===== config.mk =====
export PLATFORM = sky130hd
export DESIGN_NAME = key_escape_drive_command_unit
export DESIGN_NICKNAME = d
export VERILOG_FILES = /design/src/rtl/core/kedc_pkg.sv /design/src/rtl/core/kedc_front.sv /design/src/rtl/core/kedc_queue.sv /design/src/rtl/core/kedc_back.sv /design/src/rtl/core/key_escape_drive_command_unit.sv
export VERILOG_INCLUDE_DIRS = /design/src /design/src/rtl/core
export SDC_FILE = /design/constraint.sdc
export NUM_CORES = 1
export LEC_CHECK = 0
export ABC_AREA = 1
export BUFFER_PORTS_ARGS = -buffer_cell sky130_fd_sc_hd__buf_2
export CAP_MARGIN = 20
export CORE_MARGIN = 3
export CORE_UTILIZATION = 50
export DETAILED_ROUTE_END_ITERATION = 10
export PLACE_DENSITY = 0.7
export SKIP_LAST_GASP = 1
export SYNTH_ARGS = -nofsm -noshare
export SYNTH_HDL_FRONTEND = slang
export SYNTH_SLANG_ARGS = --single-unit
export TNS_END_PERCENT = 50

===== constraint.sdc =====
create_clock -name clk_i -period 6 [get_ports clk_i]
set_input_delay 0.6 -clock clk_i [delete_from_list [all_inputs] [get_ports clk_i]]
set_output_delay 0.6 -clock clk_i [all_outputs]
set_load 0.05 [all_outputs]

===== src/rtl/core/key_escape_drive_command_unit_assert.svh =====
// assertion macros for the key escape drive command unit
// used by files that check the block's own logic; needs clk_i and rst_ni in scope
`ifndef KEY_ESCAPE_DRIVE_COMMAND_UNIT_ASSERT_SVH
`define KEY_ESCAPE_DRIVE_COMMAND_UNIT_ASSERT_SVH

`ifndef SYNTHESIS
// same-cycle implication
`define KEDC_ASSERT_IMP(lbl, ante, cons) \
  lbl: assert property (@(posedge clk_i) disable iff (!rst_ni) (ante) |-> (cons)) \
    else $error("kedc assertion failed");
// next-cycle implication
`define KEDC_ASSERT_NEXT(lbl, ante, cons) \
  lbl: assert property (@(posedge clk_i) disable iff (!rst_ni) (ante) |=> (cons)) \
    else $error("kedc assertion failed");
`else
`define KEDC_ASSERT_IMP(lbl, ante, cons)
`define KEDC_ASSERT_NEXT(lbl, ante, cons)
`endif

`endif


===== src/rtl/core/kedc_pkg.sv =====
// shared types and constants of the key escape drive command unit
// no dependencies; imported by the front, queue, back and top modules
package kedc_pkg;

  // key codes
  localparam logic [7:0] KEY_ESC      = 8'h1b;
  localparam logic [7:0] KEY_BRACKET  = 8'h5b;
  localparam logic [7:0] KEY_UP       = 8'h41;
  localparam logic [7:0] KEY_DOWN     = 8'h42;
  localparam logic [7:0] KEY_RIGHT    = 8'h43;
  localparam logic [7:0] KEY_LEFT     = 8'h44;
  localparam logic [7:0] KEY_Q_LO     = 8'h71;
  localparam logic [7:0] KEY_Q_UP     = 8'h51;
  localparam logic [7:0] KEY_SPACE    = 8'h20;
  localparam logic [7:0] KEY_C_LO     = 8'h63;
  localparam logic [7:0] KEY_C_UP     = 8'h43;
  localparam logic [7:0] KEY_S_LO     = 8'h73;
  localparam logic [7:0] KEY_S_UP     = 8'h53;

  // configuration register indexes
  localparam int unsigned CFG_IDX_W = 3;
  localparam logic [CFG_IDX_W-1:0] CFG_FWD_SPEED  = 3'd0;
  localparam logic [CFG_IDX_W-1:0] CFG_REV_SPEED  = 3'd1;
  localparam logic [CFG_IDX_W-1:0] CFG_MAX_STEER  = 3'd2;
  localparam logic [CFG_IDX_W-1:0] CFG_STEER_STEP = 3'd3;
  localparam logic [CFG_IDX_W-1:0] CFG_THR_TIMEOUT = 3'd4;

  // configuration reset values
  localparam logic [14:0] FWD_SPEED_RST   = 15'd200;
  localparam logic [14:0] REV_SPEED_RST   = 15'd200;
  localparam logic [14:0] MAX_STEER_RST   = 15'd240;
  localparam logic [14:0] STEER_STEP_RST  = 15'd20;
  localparam logic [15:0] THR_TIMEOUT_RST = 16'd250;

  // command queue depth
  localparam int unsigned QUEUE_DEPTH = 2;

  typedef struct packed {
    logic [14:0] fwd_speed;
    logic [14:0] rev_speed;
    logic [14:0] max_steer;
    logic [14:0] steer_step;
    logic [15:0] thr_timeout;
  } cfg_t;

  // escape parser phase
  typedef enum logic [1:0] {
    PH_IDLE = 2'd0,
    PH_ESC  = 2'd1,
    PH_CSI  = 2'd2
  } phase_e;

  // decoded commands handed from front to back
  typedef enum logic [3:0] {
    CMD_TICK     = 4'd0,
    CMD_QUIT     = 4'd1,
    CMD_FWD      = 4'd2,
    CMD_REV      = 4'd3,
    CMD_STEER_DN = 4'd4,
    CMD_STEER_UP = 4'd5,
    CMD_HALT     = 4'd6,
    CMD_CENTER   = 4'd7,
    CMD_STOP     = 4'd8
  } cmd_e;

  typedef struct packed {
    cmd_e        op;
    logic [9:0]  elapsed;
  } cmd_t;

  typedef struct packed {
    logic empty;
    logic full;
  } queue_status_t;

endpackage


===== src/rtl/core/kedc_front.sv =====
// front end: input handshake and escape parser, turns items into commands
// depends on kedc_pkg
module kedc_front (
  input  logic          clk_i,
  input  logic          rst_ni,
  input  logic          in_valid_i,
  output logic          in_stall_o,
  input  logic          func_i,
  input  logic [7:0]    byte_value_i,
  input  logic [9:0]    elapsed_ms_i,
  input  logic          queue_full_i,
  output logic          cmd_push_o,
  output kedc_pkg::cmd_t cmd_o
);
  import kedc_pkg::*;

  phase_e phase_q, phase_d;
  logic   in_fire;
  logic   has_cmd;
  cmd_e   op;

  // stall whenever the queue has no room
  assign in_stall_o = queue_full_i;
  assign in_fire    = in_valid_i && !queue_full_i;

  // phase register
  always_ff @(posedge clk_i or negedge rst_ni) begin
    if (!rst_ni) begin
      phase_q <= PH_IDLE;
    end else if (in_fire) begin
      phase_q <= phase_d;
    end
  end

  // next phase and command decode
  always_comb begin
    phase_d = phase_q;
    has_cmd = 1'b0;
    op      = CMD_TICK;
    if (func_i) begin
      has_cmd = 1'b1;
      op      = CMD_TICK;
    end else if (phase_q == PH_CSI) begin
      phase_d = PH_IDLE;
      unique case (byte_value_i)
        KEY_UP: begin
          has_cmd = 1'b1;
          op      = CMD_FWD;
        end
        KEY_DOWN: begin
          has_cmd = 1'b1;
          op      = CMD_REV;
        end
        KEY_RIGHT: begin
          has_cmd = 1'b1;
          op      = CMD_STEER_DN;
        end
        KEY_LEFT: begin
          has_cmd = 1'b1;
          op      = CMD_STEER_UP;
        end
        default: begin
          has_cmd = 1'b0;
        end
      endcase
    end else if (phase_q == PH_ESC && byte_value_i == KEY_BRACKET) begin
      phase_d = PH_CSI;
    end else begin
      // idle handling, also for a byte after a dropped escape
      phase_d = PH_IDLE;
      priority case (byte_value_i)
        KEY_ESC: begin
          phase_d = PH_ESC;
        end
        KEY_Q_LO, KEY_Q_UP: begin
          has_cmd = 1'b1;
          op      = CMD_QUIT;
        end
        KEY_SPACE: begin
          has_cmd = 1'b1;
          op      = CMD_HALT;
        end
        KEY_C_LO, KEY_C_UP: begin
          has_cmd = 1'b1;
          op      = CMD_CENTER;
        end
        KEY_S_LO, KEY_S_UP: begin
          has_cmd = 1'b1;
          op      = CMD_STOP;
        end
        default: begin
          has_cmd = 1'b0;
        end
      endcase
    end
  end

  assign cmd_push_o    = in_fire && has_cmd;
  assign cmd_o.op      = op;
  assign cmd_o.elapsed = elapsed_ms_i;

endmodule


===== src/rtl/core/kedc_queue.sv =====
// short command queue between front and back
// depends on kedc_pkg
module kedc_queue #(
  parameter int unsigned Depth = kedc_pkg::QUEUE_DEPTH
) (
  input  logic                  clk_i,
  input  logic                  rst_ni,
  input  logic                  push_i,
  input  kedc_pkg::cmd_t        cmd_i,
  input  logic                  pop_i,
  output kedc_pkg::cmd_t        cmd_o,
  output kedc_pkg::queue_status_t status_o
);
  import kedc_pkg::*;

  localparam int unsigned PtrW = (Depth > 1) ? $clog2(Depth) : 1;
  localparam int unsigned CntW = $clog2(Depth + 1);
  localparam logic [PtrW-1:0] LastPtr = PtrW'(Depth - 1);
  localparam logic [CntW-1:0] FullCnt = CntW'(Depth);

  cmd_t            mem_q [Depth];
  logic [PtrW-1:0] wr_ptr_q, wr_ptr_d;
  logic [PtrW-1:0] rd_ptr_q, rd_ptr_d;
  logic [CntW-1:0] count_q, count_d;

  // pointer and fill count update
  always_comb begin
    wr_ptr_d = wr_ptr_q;
    rd_ptr_d = rd_ptr_q;
    count_d  = count_q;
    if (push_i) begin
      wr_ptr_d = (wr_ptr_q == LastPtr) ? '0 : wr_ptr_q + 1'b1;
    end
    if (pop_i) begin
      rd_ptr_d = (rd_ptr_q == LastPtr) ? '0 : rd_ptr_q + 1'b1;
    end
    unique case ({push_i, pop_i})
      2'b10:   count_d = count_q + 1'b1;
      2'b01:   count_d = count_q - 1'b1;
      default: count_d = count_q;
    endcase
  end

  always_ff @(posedge clk_i or negedge rst_ni) begin
    if (!rst_ni) begin
      wr_ptr_q <= '0;
      rd_ptr_q <= '0;
      count_q  <= '0;
    end else begin
      wr_ptr_q <= wr_ptr_d;
      rd_ptr_q <= rd_ptr_d;
      count_q  <= count_d;
    end
  end

  // storage
  always_ff @(posedge clk_i) begin
    if (push_i) begin
      mem_q[wr_ptr_q] <= cmd_i;
    end
  end

  assign cmd_o          = mem_q[rd_ptr_q];
  assign status_o.empty = (count_q == '0);
  assign status_o.full  = (count_q == FullCnt);

endmodule


===== src/rtl/core/kedc_back.sv =====
// back end: executes commands on the drive state and holds the result register
// depends on kedc_pkg
module kedc_back (
  input  logic                 clk_i,
  input  logic                 rst_ni,
  input  kedc_pkg::cfg_t       cfg_i,
  input  logic                 queue_empty_i,
  input  kedc_pkg::cmd_t       cmd_i,
  output logic                 cmd_pop_o,
  output logic                 out_valid_o,
  input  logic                 out_stall_i,
  output logic signed [15:0]   speed_out_o,
  output logic signed [15:0]   steer_out_o,
  output logic                 quit_o
);
  import kedc_pkg::*;

  logic signed [15:0] speed_q, speed_d;
  logic signed [15:0] steer_q, steer_d;
  logic               armed_q, armed_d;
  logic [15:0]        since_q, since_d;
  logic               out_valid_q, out_valid_d;
  logic signed [15:0] out_speed_q, out_speed_d;
  logic signed [15:0] out_steer_q, out_steer_d;
  logic               out_quit_q, out_quit_d;

  logic               slot_free;
  logic               pop;
  logic [16:0]        tick_sum;
  logic [15:0]        tick_sat;
  logic signed [16:0] steer_ext;
  logic signed [16:0] step_ext;
  logic signed [16:0] lim_ext;
  logic signed [16:0] steer_raw;
  logic signed [16:0] steer_clamped;

  // the result register frees up when empty or when its transfer completes
  assign slot_free = !out_valid_q || !out_stall_i;
  assign pop       = !queue_empty_i && slot_free;
  assign cmd_pop_o = pop;

  // saturating tick counter
  assign tick_sum = {1'b0, since_q} + {7'b0, cmd_i.elapsed};
  assign tick_sat = tick_sum[16] ? 16'hffff : tick_sum[15:0];

  // steering step and clamp
  assign steer_ext = {steer_q[15], steer_q};
  assign step_ext  = $signed({2'b00, cfg_i.steer_step});
  assign lim_ext   = $signed({2'b00, cfg_i.max_steer});
  assign steer_raw = (cmd_i.op == CMD_STEER_DN) ? steer_ext - step_ext
                                                : steer_ext + step_ext;
  always_comb begin
    if (steer_raw > lim_ext) begin
      steer_clamped = lim_ext;
    end else if (steer_raw < -lim_ext) begin
      steer_clamped = -lim_ext;
    end else begin
      steer_clamped = steer_raw;
    end
  end

  // command execution
  always_comb begin
    speed_d     = speed_q;
    steer_d     = steer_q;
    armed_d     = armed_q;
    since_d     = since_q;
    out_valid_d = out_valid_q;
    out_speed_d = out_speed_q;
    out_steer_d = out_steer_q;
    out_quit_d  = out_quit_q;
    if (slot_free) begin
      out_valid_d = 1'b0;
    end
    if (pop) begin
      unique case (cmd_i.op)
        CMD_TICK: begin
          since_d = tick_sat;
          if (armed_q && tick_sat > cfg_i.thr_timeout) begin
            speed_d = '0;
          end
          out_valid_d = 1'b1;
          out_speed_d = (armed_q && tick_sat > cfg_i.thr_timeout) ? 16'sd0 : speed_q;
          out_steer_d = steer_q;
          out_quit_d  = 1'b0;
        end
        CMD_QUIT: begin
          out_valid_d = 1'b1;
          out_speed_d = '0;
          out_steer_d = '0;
          out_quit_d  = 1'b1;
        end
        CMD_FWD: begin
          speed_d = $signed({1'b0, cfg_i.fwd_speed});
          since_d = '0;
          armed_d = 1'b1;
        end
        CMD_REV: begin
          speed_d = -$signed({1'b0, cfg_i.rev_speed});
          since_d = '0;
          armed_d = 1'b1;
        end
        CMD_STEER_DN, CMD_STEER_UP: begin
          steer_d = steer_clamped[15:0];
        end
        CMD_HALT: begin
          speed_d = '0;
          steer_d = '0;
          armed_d = 1'b0;
        end
        CMD_CENTER: begin
          steer_d = '0;
        end
        CMD_STOP: begin
          speed_d = '0;
          armed_d = 1'b0;
        end
        default: begin
          speed_d = speed_q;
        end
      endcase
    end
  end

  // drive state and result valid
  always_ff @(posedge clk_i or negedge rst_ni) begin
    if (!rst_ni) begin
      speed_q     <= '0;
      steer_q     <= '0;
      armed_q     <= 1'b0;
      since_q     <= '0;
      out_valid_q <= 1'b0;
    end else begin
      speed_q     <= speed_d;
      steer_q     <= steer_d;
      armed_q     <= armed_d;
      since_q     <= since_d;
      out_valid_q <= out_valid_d;
    end
  end

  // result payload
  always_ff @(posedge clk_i) begin
    out_speed_q <= out_speed_d;
    out_steer_q <= out_steer_d;
    out_quit_q  <= out_quit_d;
  end

  assign out_valid_o = out_valid_q;
  assign speed_out_o = out_speed_q;
  assign steer_out_o = out_steer_q;
  assign quit_o      = out_quit_q;

endmodule


===== src/rtl/core/key_escape_drive_command_unit.sv =====
// Keyboard escape-sequence drive command unit. Terminal bytes and publish
// ticks enter on one channel; arrow-key escape sequences, stop/center keys
// and the quit key steer a speed (mm/s) and steering (mrad) command, and each
// tick or quit key yields one result. While in_stall_o is low the unit takes
// one item per cycle: the front parser classifies an item in the cycle it is
// accepted and pushes a command into a small queue, and the back end executes
// one command per cycle into a registered result stage whenever that stage is
// free. Throughput is bounded only by the queue (in_stall_o rises when it is
// full) and by output stall; an item passes the queue and the result register.
// Configuration registers are written through cfg_valid_i/cfg_ready_o, which
// never stalls. Top level; depends on kedc_pkg, kedc_front, kedc_queue,
// kedc_back and key_escape_drive_command_unit_assert.svh
`include "key_escape_drive_command_unit_assert.svh"

module key_escape_drive_command_unit #(
  parameter int unsigned QueueDepth = kedc_pkg::QUEUE_DEPTH
) (
  input  logic                          clk_i,
  input  logic                          rst_ni,
  // item channel
  input  logic                          in_valid_i,
  output logic                          in_stall_o,
  input  logic                          func_i,
  input  logic [7:0]                    byte_value_i,
  input  logic [9:0]                    elapsed_ms_i,
  // result channel
  output logic                          out_valid_o,
  input  logic                          out_stall_i,
  output logic signed [15:0]            speed_out_o,
  output logic signed [15:0]            steer_out_o,
  output logic                          quit_o,
  // configuration write channel
  input  logic                          cfg_valid_i,
  output logic                          cfg_ready_o,
  input  logic [kedc_pkg::CFG_IDX_W-1:0] cfg_index_i,
  input  logic [15:0]                   cfg_data_i
);
  import kedc_pkg::*;

  cfg_t          cfg_q;
  cmd_t          push_cmd;
  cmd_t          head_cmd;
  logic          cmd_push;
  logic          cmd_pop;
  queue_status_t q_status;

  // configuration registers
  assign cfg_ready_o = 1'b1;

  always_ff @(posedge clk_i or negedge rst_ni) begin
    if (!rst_ni) begin
      cfg_q.fwd_speed   <= FWD_SPEED_RST;
      cfg_q.rev_speed   <= REV_SPEED_RST;
      cfg_q.max_steer   <= MAX_STEER_RST;
      cfg_q.steer_step  <= STEER_STEP_RST;
      cfg_q.thr_timeout <= THR_TIMEOUT_RST;
    end else if (cfg_valid_i && cfg_ready_o) begin
      unique case (cfg_index_i)
        CFG_FWD_SPEED:   cfg_q.fwd_speed   <= cfg_data_i[14:0];
        CFG_REV_SPEED:   cfg_q.rev_speed   <= cfg_data_i[14:0];
        CFG_MAX_STEER:   cfg_q.max_steer   <= cfg_data_i[14:0];
        CFG_STEER_STEP:  cfg_q.steer_step  <= cfg_data_i[14:0];
        CFG_THR_TIMEOUT: cfg_q.thr_timeout <= cfg_data_i;
        default:         cfg_q             <= cfg_q;
      endcase
    end
  end

  // parser front end
  kedc_front u_front (
    .clk_i        (clk_i),
    .rst_ni       (rst_ni),
    .in_valid_i   (in_valid_i),
    .in_stall_o   (in_stall_o),
    .func_i       (func_i),
    .byte_value_i (byte_value_i),
    .elapsed_ms_i (elapsed_ms_i),
    .queue_full_i (q_status.full),
    .cmd_push_o   (cmd_push),
    .cmd_o        (push_cmd)
  );

  // command queue
  kedc_queue #(
    .Depth (QueueDepth)
  ) u_queue (
    .clk_i    (clk_i),
    .rst_ni   (rst_ni),
    .push_i   (cmd_push),
    .cmd_i    (push_cmd),
    .pop_i    (cmd_pop),
    .cmd_o    (head_cmd),
    .status_o (q_status)
  );

  // execution back end
  kedc_back u_back (
    .clk_i         (clk_i),
    .rst_ni        (rst_ni),
    .cfg_i         (cfg_q),
    .queue_empty_i (q_status.empty),
    .cmd_i         (head_cmd),
    .cmd_pop_o     (cmd_pop),
    .out_valid_o   (out_valid_o),
    .out_stall_i   (out_stall_i),
    .speed_out_o   (speed_out_o),
    .steer_out_o   (steer_out_o),
    .quit_o        (quit_o)
  );

  // a tick transfer always becomes a queued command
  `KEDC_ASSERT_IMP(a_tick_pushed, in_valid_i && !in_stall_o && func_i, cmd_push)
  // the back end never pops an empty queue
  `KEDC_ASSERT_IMP(a_pop_nonempty, cmd_pop, !q_status.empty)
  // a quit result carries zero speed and steering
  `KEDC_ASSERT_IMP(a_quit_zero, out_valid_o && quit_o, speed_out_o == 16'sd0 && steer_out_o == 16'sd0)

endmodule


==> metrics.txt, run 1 <==
status finished, final reports clean; core box area 0.0222 mm²; Post-CTS Setup Inserts 0; via count 9709; Detailed Routing Iterations Pass 1 7; Die Span Y 158 µm; FFs w/ async S/R, synth 68.4%; gpl congestion 0.922; Lkg Pwr 6.51 nW; fmax 183 MHz; P&R area growth vs syn 10.5%; H-tree depth 4; post-synthesis mux area share 0.0977%; Antenna Nets Post-Route 0; total gr overflow 0; die width 158 µm; diode count 0; hold buffers post-CTS 0; Post-synth EDFFs 61; WP data required 6330 ps; GRT Util Overall 22.3%; met3 Track Usage GR 3.31%; clock root buffer clkbuf_16; residual DRC count 0; die area 0.0249 mm²; post-synth top area share 24.7%; clk_lat worst skew 440 ps; CP startpoint kind flop; RSZ-0062 raised after global routing false; commonest non-fill, non-tap cell in the layout nand2_1; WP data arrival 5800 ps; most frequent cells in the layout 396 x nand2_1, 187 x inv_1, 127 x o21ai_0; Net Count, Synth 1571; max incr delay on CP 640 ps; R2R depth 29; initial drt markers 664; post-CTS resize count 0; Routed WL per cell 14.9 µm; Adder-Cell Fraction of Synth Area 8.49%; # rows 54; clock slew at reported path FFs 80 ps; Max Slew Vio Count 0; Final Hold Vio Count 0; overall power 6.81 mW; Top Usage Layer GRT met2; peak supply drop 235 µV; DP Wirelength 20200 µm; CTS tree built; IO Count 79; main combinational cell family by area after synthesis simple AND/OR/NAND/NOR gates; number of synthesis warnings 0; vias in the first global route 9020; clock sink count 193; worst r2r dst u_back.steer_q[0]; share of cells above drive strength 1 10.1%; CP top delay family simple AND/OR/NAND/NOR gates; Cell Area, Synth 0.0115 mm²; Worst R2R Start u_queue.rd_ptr_q; mean post-synth cell area 7.95 µm²; Primary FF master, synth dfrtp_1; Worst setup EP type flop; Clock Path Buffers 2; critical path fanouts, max 31; fin nets 1636; PortBufs 77; Seq cells post-synth 193; simple-gate area share of the yosys netlist 23.9%; leading area contributor after synthesis dfrtp_1; largest cells by area after synthesis dfrtp_1 25%, edfxtp_1 16%, nand2_1 13%; post-synthesis sequential area ratio 44.7%; met2 usage 36.3%; actual slew at the worst max-slew pin 1050 ps; Max stage delay cell, worst path dfrtp_1; max_slew headroom 29.5%; largest net degree at the start of global routing 79; GRT met1 Usage 31.3%; maxcap violations 0; Final period util 91.2%; power per standard cell area 534 mW/mm²; total wire length 27000 µm; clock skew 12.3 ps; Tmin final 5470 ps; XOR/XNOR Fraction of Synth Area 3.11%; synth unique cells 50; critical setup path kind reg2reg; Initial Util 51.9%; # fillers 2021; Setup violations, final 0; Syn Inst Count 1451; first-pass GRT wire length 44200 µm; initial antenna violation count 0; cts bufs inserted 17; Synth Area in Compound Gates 11.8%; WP buf/inv 3; flop2flop setup slack 530 ps; CP most frequent cell nand2_1; Hold Path Class in2async; Final TNS setup 0 ps; vias per std cell 5.37
## cell families after synthesis
family,Yosys count
AND/OR/NAND/NOR,666
AO/OA/AOI/OAI,243
buffers and inverters,229
flip-flops,193
adder cells (fa/ha/maj),77
XOR/XNOR,41
other,1
multiplexers,1
## synthesized netlist by cell type, types with 5 or more instances
library cell,number
dfrtp_1,114
xnor2_1,11
a32o_1,7
a22o_1,6
a21o_1,6
ha_1,75
nand3_1,82
xor2_1,30
nor2_1,125
edfxtp_1,61
dfstp_2,18
nor3_1,17
nand4_1,20
nor4_1,5
o21ai_1,15
clkbuf_1,26
a21oi_1,51
inv_1,187
o21ai_0,127
nand2_2,6
a31oi_1,6
nand2_1,396
## where the power goes
part	switching, mW	internal, mW
Combinational	2.40	1.25
Clock	0.540	0.628
Sequential	0.250	1.74
## flip-flops by register name, summed over array words and instances, names as in the netlist
signal,count
cfg_q,76
u_queue.mem_q,28
u_back.since_q,16
u_back.speed_out_o,16
u_back.speed_q,16
u_back.steer_out_o,16
u_back.steer_q,16
u_front.phase_q,2
u_queue.count_q,2
u_back.armed_q,1
u_back.out_valid_o,1
u_back.quit_o,1
u_queue.rd_ptr_q,1
u_queue.wr_ptr_q,1
## layer usage
| metal | vias up | wire length (µm) |
|---|---|---|
| met2 | 237 | 12600 |
| met5 | - | 0 |
| met3 | 39 | 1190 |
| met1 | 4540 | 12800 |
| met4 | 0 | 465 |
| li1 | 4893 | - |
## through the flow
stage / utilization [%] / cells / hold slack [ps] / instance area, µm² / worst slack (ps)
final: 57.3 / 1809 / 112 / 12700 / 530
after global routing: 57.3 / 1809 / 137 / 12700 / 92.8
after CTS: 57.3 / 1809 / 118 / 12700 / 635
after detailed placement: 54.6 / 1777 / 465 / 12100 / 717
after global placement: 54.5 / 1775 / 461 / 12100 / 836
after floorplan: - / 1451 / 304 / 11500 / 1840
## worst max path at each step
stage / startpoint / end / slack (ps) / cells past startpoint
after floorplan: u_queue.rd_ptr_q / u_back.steer_q[14] / 1840 / 30
after global placement: u_queue.rd_ptr_q / u_back.steer_q[0] / 840 / 28
after detailed placement: u_queue.rd_ptr_q / u_back.steer_q[0] / 720 / 28
after CTS: u_queue.rd_ptr_q / u_back.steer_q[0] / 630 / 29
after global routing: u_queue.rd_ptr_q / u_back.steer_q[4] / 90 / 31
final: u_queue.rd_ptr_q / u_back.steer_q[0] / 530 / 29
## final cells by class
cell class              instances  area [µm²]  area share, %
inverters                     192         721           5.65
multi-input cells            1029        5480           43.0
clock inverters                15         175           1.37
flip-flops and latches        193        5160           40.5
repair buffers                 83         440           3.46
clock buffers                  17         425           3.34
well taps                     280         350           2.75
No activity file was read; power rests on OpenSTA's default activity.
==> inputs of run 2 (changes only) <==
--- a/config.mk
+++ b/config.mk
@@ -10,9 +10,10 @@
 export BUFFER_PORTS_ARGS = -buffer_cell sky130_fd_sc_hd__buf_2
 export CAP_MARGIN = 20
 export CORE_MARGIN = 3
-export CORE_UTILIZATION = 50
+export CORE_UTILIZATION = 65
 export DETAILED_ROUTE_END_ITERATION = 10
-export PLACE_DENSITY = 0.7
+export PLACE_DENSITY = 0.87
+export RECOVER_POWER = 100
 export SKIP_LAST_GASP = 1
 export SYNTH_ARGS = -nofsm -noshare
 export SYNTH_HDL_FRONTEND = slang
==> constraint.sdc (replaced) <==
create_clock -name clk_i -period 7 [get_ports clk_i]
set_input_delay 0.7 -clock clk_i [delete_from_list [all_inputs] [get_ports clk_i]]
set_output_delay 0.7 -clock clk_i [all_outputs]
set_load 0.05 [all_outputs]
==> metrics.txt, run 2 (synthesized netlist as in run 1, its figures left out) <==
status finished, violations left (was finished, final reports clean); failing checks capacitance limit, slew limit; gpl congestion 0.967 (was 0.922); Hold Path Class in2reg (was in2async); Final period util 81.3% (was 91.2%); Final Hold Vio Count 0 (unchanged); Routed WL per cell 15.7 µm (was 14.9 µm); Lkg Pwr 6.36 nW (was 6.51 nW); initial antenna violation count 1 (was 0); Max stage delay cell, worst path nand2_1 (was dfrtp_1); power per standard cell area 464 mW/mm² (was 534 mW/mm²); GRT Util Overall 28.9% (was 22.3%); post-CTS resize count 0 (unchanged); total gr overflow 0 (unchanged); Setup violations, final 0 (unchanged); Antenna Nets Post-Route 0 (unchanged); # rows 48 (was 54); min-delay src elapsed_ms_i[2]; residual DRC count 0 (unchanged); maxcap violations 3 (was 0); Post-DP Area 0.0120 mm² (was 0.0121 mm²); first-pass GRT wire length 46100 µm (was 44200 µm); most frequent cells in the layout 397 x nand2_1, 188 x inv_1, 130 x o21ai_0 (was 396 x nand2_1, 187 x inv_1, 127 x o21ai_0); via count 10000 (was 9709); WP data required 7340 ps (was 6330 ps); hold path endpoint u_queue.mem_q[0][2]; hold buffers post-CTS 0 (unchanged); Final TNS setup 0 ps (unchanged); vias per std cell 5.71 (was 5.37); Clock Path Buffers 2 (unchanged); fmax 176 MHz (was 183 MHz); cts bufs inserted 17 (unchanged); clock root buffer clkbuf_16 (unchanged); clock sink count 193 (unchanged); vias in the first global route 9713 (was 9020); die width 139 µm (was 158 µm); CP most frequent cell nand2_1 (unchanged); area occupied by multi-input gates 0.00547 mm² (was 0.00548 mm²); flop2flop setup slack 1310 ps (was 530 ps); largest net degree at the start of global routing 73 (was 79); max incr delay on CP 690 ps (was 640 ps); peak supply drop 226 µV (was 235 µV); RSZ-0062 raised after global routing false (unchanged); worst r2r dst u_back.steer_q[0] (unchanged); share of cells above drive strength 1 6.74% (was 10.1%); Worst R2R Start u_queue.rd_ptr_q (unchanged); core box area 0.0174 mm² (was 0.0222 mm²); clock slew at reported path FFs 80 ps (about the same); register with the most flip-flops cfg_q (unchanged); R2R depth 29 (unchanged); critical setup path kind reg2reg (unchanged); top flop regs cfg_q x76, u_queue.mem_q x28 (unchanged); H-tree depth 4 (unchanged); PortBufs 77 (unchanged); CP startpoint kind flop (unchanged); actual slew at the worst max-slew pin 3340 ps (was 1050 ps); register area 0.00516 mm² (unchanged); max_slew headroom -123% (was 29.5%); fin nets 1635 (was 1636); Detailed Routing Iterations Pass 1 6 (was 7); Die Span Y 139 µm (was 158 µm); initial drt markers 883 (was 664); IO Count 79 (unchanged); Hold Path Stages 1; P&R area growth vs syn 9.02% (was 10.5%); critical path fanouts, max 31 (unchanged); Initial Util 66.4% (was 51.9%); Worst setup EP type flop (unchanged); Post-CTS Setup Inserts 0 (unchanged); WP data arrival 6030 ps (was 5800 ps); clk_lat worst skew 450 ps (was 440 ps); # fillers 1313 (was 2021); Final Cell Area 0.0126 mm² (was 0.0127 mm²); total wire length 27400 µm (was 27000 µm); die area 0.0194 mm² (was 0.0249 mm²); clock skew 11.5 ps (was 12.3 ps); DP Wirelength 20100 µm (was 20200 µm); max reg flops 76 (unchanged); CTS tree built (unchanged); commonest non-fill, non-tap cell in the layout nand2_1 (unchanged); Max Slew Vio Count 169 (was 0); Tmin final 5690 ps (was 5470 ps); diode count 0 (unchanged)
run 2: changes by cell type in the layout (fill, tap and decap cells not counted), sizes merged:
cell	change
bufinv	-2
buf	-50
inv	+6
clkinv	-5
clkbuf	+50
run 2: power breakdown:
| part | switching, mW | internal [mW] |
|---|---|---|
| Sequential | 0.220 | 1.49 |
| Combinational | 2.08 | 1.06 |
| Clock | 0.491 | 0.492 |
run 2: through the flow:
stage | setup slack [ps] | hold slack [ps] | power, mW | std cells | utilization, %
6_report | 1310 | 439 | 5.83 | 1753 | 72.4
5_1_grt | 672 | 441 | 6.36 | 1753 | 72.4
4_1_cts | 1790 | 355 | 5.81 | 1751 | 72.8
3_5_place_dp | 1850 | 465 | 4.80 | 1719 | 69.4
3_3_place_gp | 2040 | 461 | 4.66 | 1719 | 69.4
2_1_floorplan | 2840 | 404 | 4.16 | 1451 | -
run 2: layer usage:
metal	part of all wire [%]	global-route usage (%)	wire (µm)
met1	42	37.8	11600
met2	48	48.6	13200
met3	6.1	4.52	1670
met4	3.4	11.8	921
met5	0.058	0	16
run 2: final cells by class:
class | count | area share, %
well taps | 225 | 2.24
multi-input cells | 1029 | 43.5
clock inverters | 14 | 1.21
repair buffers | 82 | 2.79
clock buffers | 18 | 3.49
flip-flops and latches | 193 | 41.0
inverters | 192 | 5.73
run 2: worst max path at each step:
| stage | startpoint | end | cells after the start |
|---|---|---|---|
| after detailed placement | u_queue.rd_ptr_q | u_back.steer_q[1] | 31 |
| final | u_queue.rd_ptr_q | u_back.steer_q[0] | 29 |
| after global placement | u_queue.rd_ptr_q | u_back.steer_q[0] | 28 |
| after CTS | u_queue.rd_ptr_q | u_back.steer_q[1] | 31 |
| after floorplan | u_queue.rd_ptr_q | u_back.steer_q[14] | 30 |
| after global routing | u_queue.rd_ptr_q | u_back.steer_q[10] | 29 |
run 2: worst max-delay path: cells and delay by family (launching register included):
family | cells | cell delay (ps)
and+or+nand+nor | 18 | 2650
xor gates and xnor gates | 1 | 350
adders and majority gates | 2 | 610
DFF | 1 | 620
AOI/OAI and AO/OA | 5 | 820
buffers and inverters | 3 | 510
==> inputs of run 3 (changes only) <==
--- a/config.mk
+++ b/config.mk
@@ -10,9 +10,9 @@
 export BUFFER_PORTS_ARGS = -buffer_cell sky130_fd_sc_hd__buf_2
 export CAP_MARGIN = 20
 export CORE_MARGIN = 3
-export CORE_UTILIZATION = 65
+export CORE_UTILIZATION = 61
 export DETAILED_ROUTE_END_ITERATION = 10
-export PLACE_DENSITY = 0.87
+export PLACE_DENSITY = 0.82
 export RECOVER_POWER = 100
 export SKIP_LAST_GASP = 1
 export SYNTH_ARGS = -nofsm -noshare
==> constraint.sdc (replaced) <==
create_clock -name clk_i -period 5.6 [get_ports clk_i]
set_input_delay 0.56 -clock clk_i [delete_from_list [all_inputs] [get_ports clk_i]]
set_output_delay 0.56 -clock clk_i [all_outputs]
set_load 0.05 [all_outputs]
==> metrics.txt, run 3 (synthesized netlist as in run 1, its figures left out) <==
critical path fanouts, max 18 (was 31); WP data arrival 5460 ps (was 6030 ps); max_slew headroom -136% (was -123%); max incr delay on CP 530 ps (was 690 ps); initial drt markers 953 (was 883); # rows 49 (was 48); Final TNS setup 0 ps (unchanged); CP startpoint kind flop (unchanged); vias in the first global route 9005 (was 9713); DP Wirelength 19900 µm (was 20100 µm); diode count 0 (unchanged); first-pass GRT wire length 44100 µm (was 46100 µm); maxcap violations 2 (was 3); Initial Util 63.1% (was 66.4%); total wire length 27200 µm (was 27400 µm); most frequent cells in the layout 396 x nand2_1, 187 x inv_1, 127 x o21ai_0 (was 397 x nand2_1, 188 x inv_1, 130 x o21ai_0); via count 9957 (was 10000); total gr overflow 0 (unchanged); Clock Path Buffers 2 (unchanged); largest net degree at the start of global routing 68 (was 73); register with the most flip-flops cfg_q (unchanged); share of cells above drive strength 1 7.52% (was 6.74%); Antenna Nets Post-Route 0 (unchanged); commonest non-fill, non-tap cell in the layout nand2_1 (unchanged); Lkg Pwr 6.38 nW (was 6.36 nW); CP most frequent cell nand2_1 (unchanged); WP data required 5930 ps (was 7340 ps); Setup violations, final 0 (unchanged); status finished, violations left (unchanged); Tmin final 5130 ps (was 5690 ps); clock slew at reported path FFs 70 ps (was 80 ps); clock root buffer clkbuf_16 (unchanged); WHS 312 ps (was 439 ps); Routed WL per cell 15.5 µm (was 15.7 µm); Final Hold Vio Count 0 (unchanged); Detailed Routing Iterations Pass 1 6 (unchanged); Max Slew Vio Count 135 (was 169); actual slew at the worst max-slew pin 3540 ps (was 3340 ps); Worst setup EP type flop (unchanged); fmax 195 MHz (was 176 MHz); cts bufs inserted 17 (unchanged); Final Cell Area 0.0126 mm² (about the same); initial antenna violation count 0 (was 1); final setup margin 467 ps (was 1310 ps); critical setup path kind reg2reg (unchanged); Final period util 91.7% (was 81.3%); power per standard cell area 583 mW/mm² (was 464 mW/mm²); max reg flops 76 (unchanged); non-filler instance count after layout 1758 (was 1753); failing checks capacitance limit, slew limit (unchanged); Post-DP Area 0.0121 mm² (was 0.0120 mm²); peak supply drop 320 µV (was 226 µV); GRT Util Overall 26.6% (was 28.9%); P&R area growth vs syn 9.56% (was 9.02%); core box area 0.0183 mm² (was 0.0174 mm²); PortBufs 77 (unchanged); gpl congestion 0.933 (was 0.967); die width 143 µm (was 139 µm); CTS tree built (unchanged); Die Span Y 143 µm (was 139 µm); overall power 7.36 mW (was 5.83 mW); Hold Path Class in2reg (unchanged); clock skew 10.3 ps (was 11.5 ps); residual DRC count 0 (unchanged); WP buf/inv 2 (was 3); H-tree depth 4 (unchanged); CP top delay family simple AND/OR/NAND/NOR gates (unchanged); clock sink count 193 (unchanged); RSZ-0062 raised after global routing true (was false); die area 0.0206 mm² (was 0.0194 mm²); IO Count 79 (unchanged); clk_lat worst skew 440 ps (was 450 ps); Placement Setup Slack 389 ps (was 1850 ps); top flop regs cfg_q x76, u_queue.mem_q x28 (unchanged); Cells after DPL 1724 (was 1719); Max stage delay cell, worst path dfrtp_2 (was nand2_1); Util after Layout 69.1% (was 72.4%); fin nets 1636 (was 1635); vias per std cell 5.66 (was 5.71)
run 3: cell types whose count changed in the layout (fill, tap and decap cells not counted), moves of 2 or more:
cell and change:
nor2_2 +2, inv_8 -2, buf_4 +5, clkbuf_1 -4
inv_6 -2, clkinv_4 +4, o21ai_0 -3, o21ai_1 +3
nor2_1 -2
run 3: report_power, final:
group	switching (mW)	total (mW)	internal [mW]	leakage [nW]
clock network	0.607	1.24	0.629	0.298
registers	0.267	2.13	1.86	2.22
logic	2.66	3.99	1.33	3.86
run 3: path summary, 6_finish.rpt:
path                                   startpoint                  end  slack [ps]  cells after the start
worst max-delay path             u_queue.rd_ptr_q   u_back.steer_q[13]         470                     31
worst min-delay path              elapsed_ms_i[0]  u_queue.mem_q[1][0]         310                      1
worst max register to register   u_queue.rd_ptr_q   u_back.steer_q[13]         470                     31
worst min register to register  u_back.speed_q[1]    u_back.speed_q[1]         490                      2
max in group asynchronous                  rst_ni     u_queue.rd_ptr_q        1060                      2
min in group asynchronous                  rst_ni   u_back.speed_q[12]        1310                      1
run 3: metal layers:
layer / part of all wire, % / vias to the layer above / track usage (%)
met5: 0 / - / 0
met4: 1.9 / 0 / 6.94
met3: 6.8 / 42 / 3.53
met2: 46 / 389 / 42.4
met1: 45 / 4634 / 38.9
li1: - / 4892 / -
run 3: repair_timing:
item	4_1_cts	5_1_grt
hold endpoints to repair	0	0
gates resized for setup	0	2
setup buffers	0	0
hold buffers	0	0
setup endpoints to repair	0	16
run 3: area by class of cell:
| class | count | area [µm²] |
|---|---|---|
| sequential | 193 | 5160 |
| multi-input combinational | 1029 | 5480 |
| tap | 229 | 287 |
| fill | 1461 | 5640 |
| timing repair buffer | 83 | 373 |
| inverter | 192 | 721 |
| clock inverter | 14 | 160 |
| clock buffer | 18 | 450 |
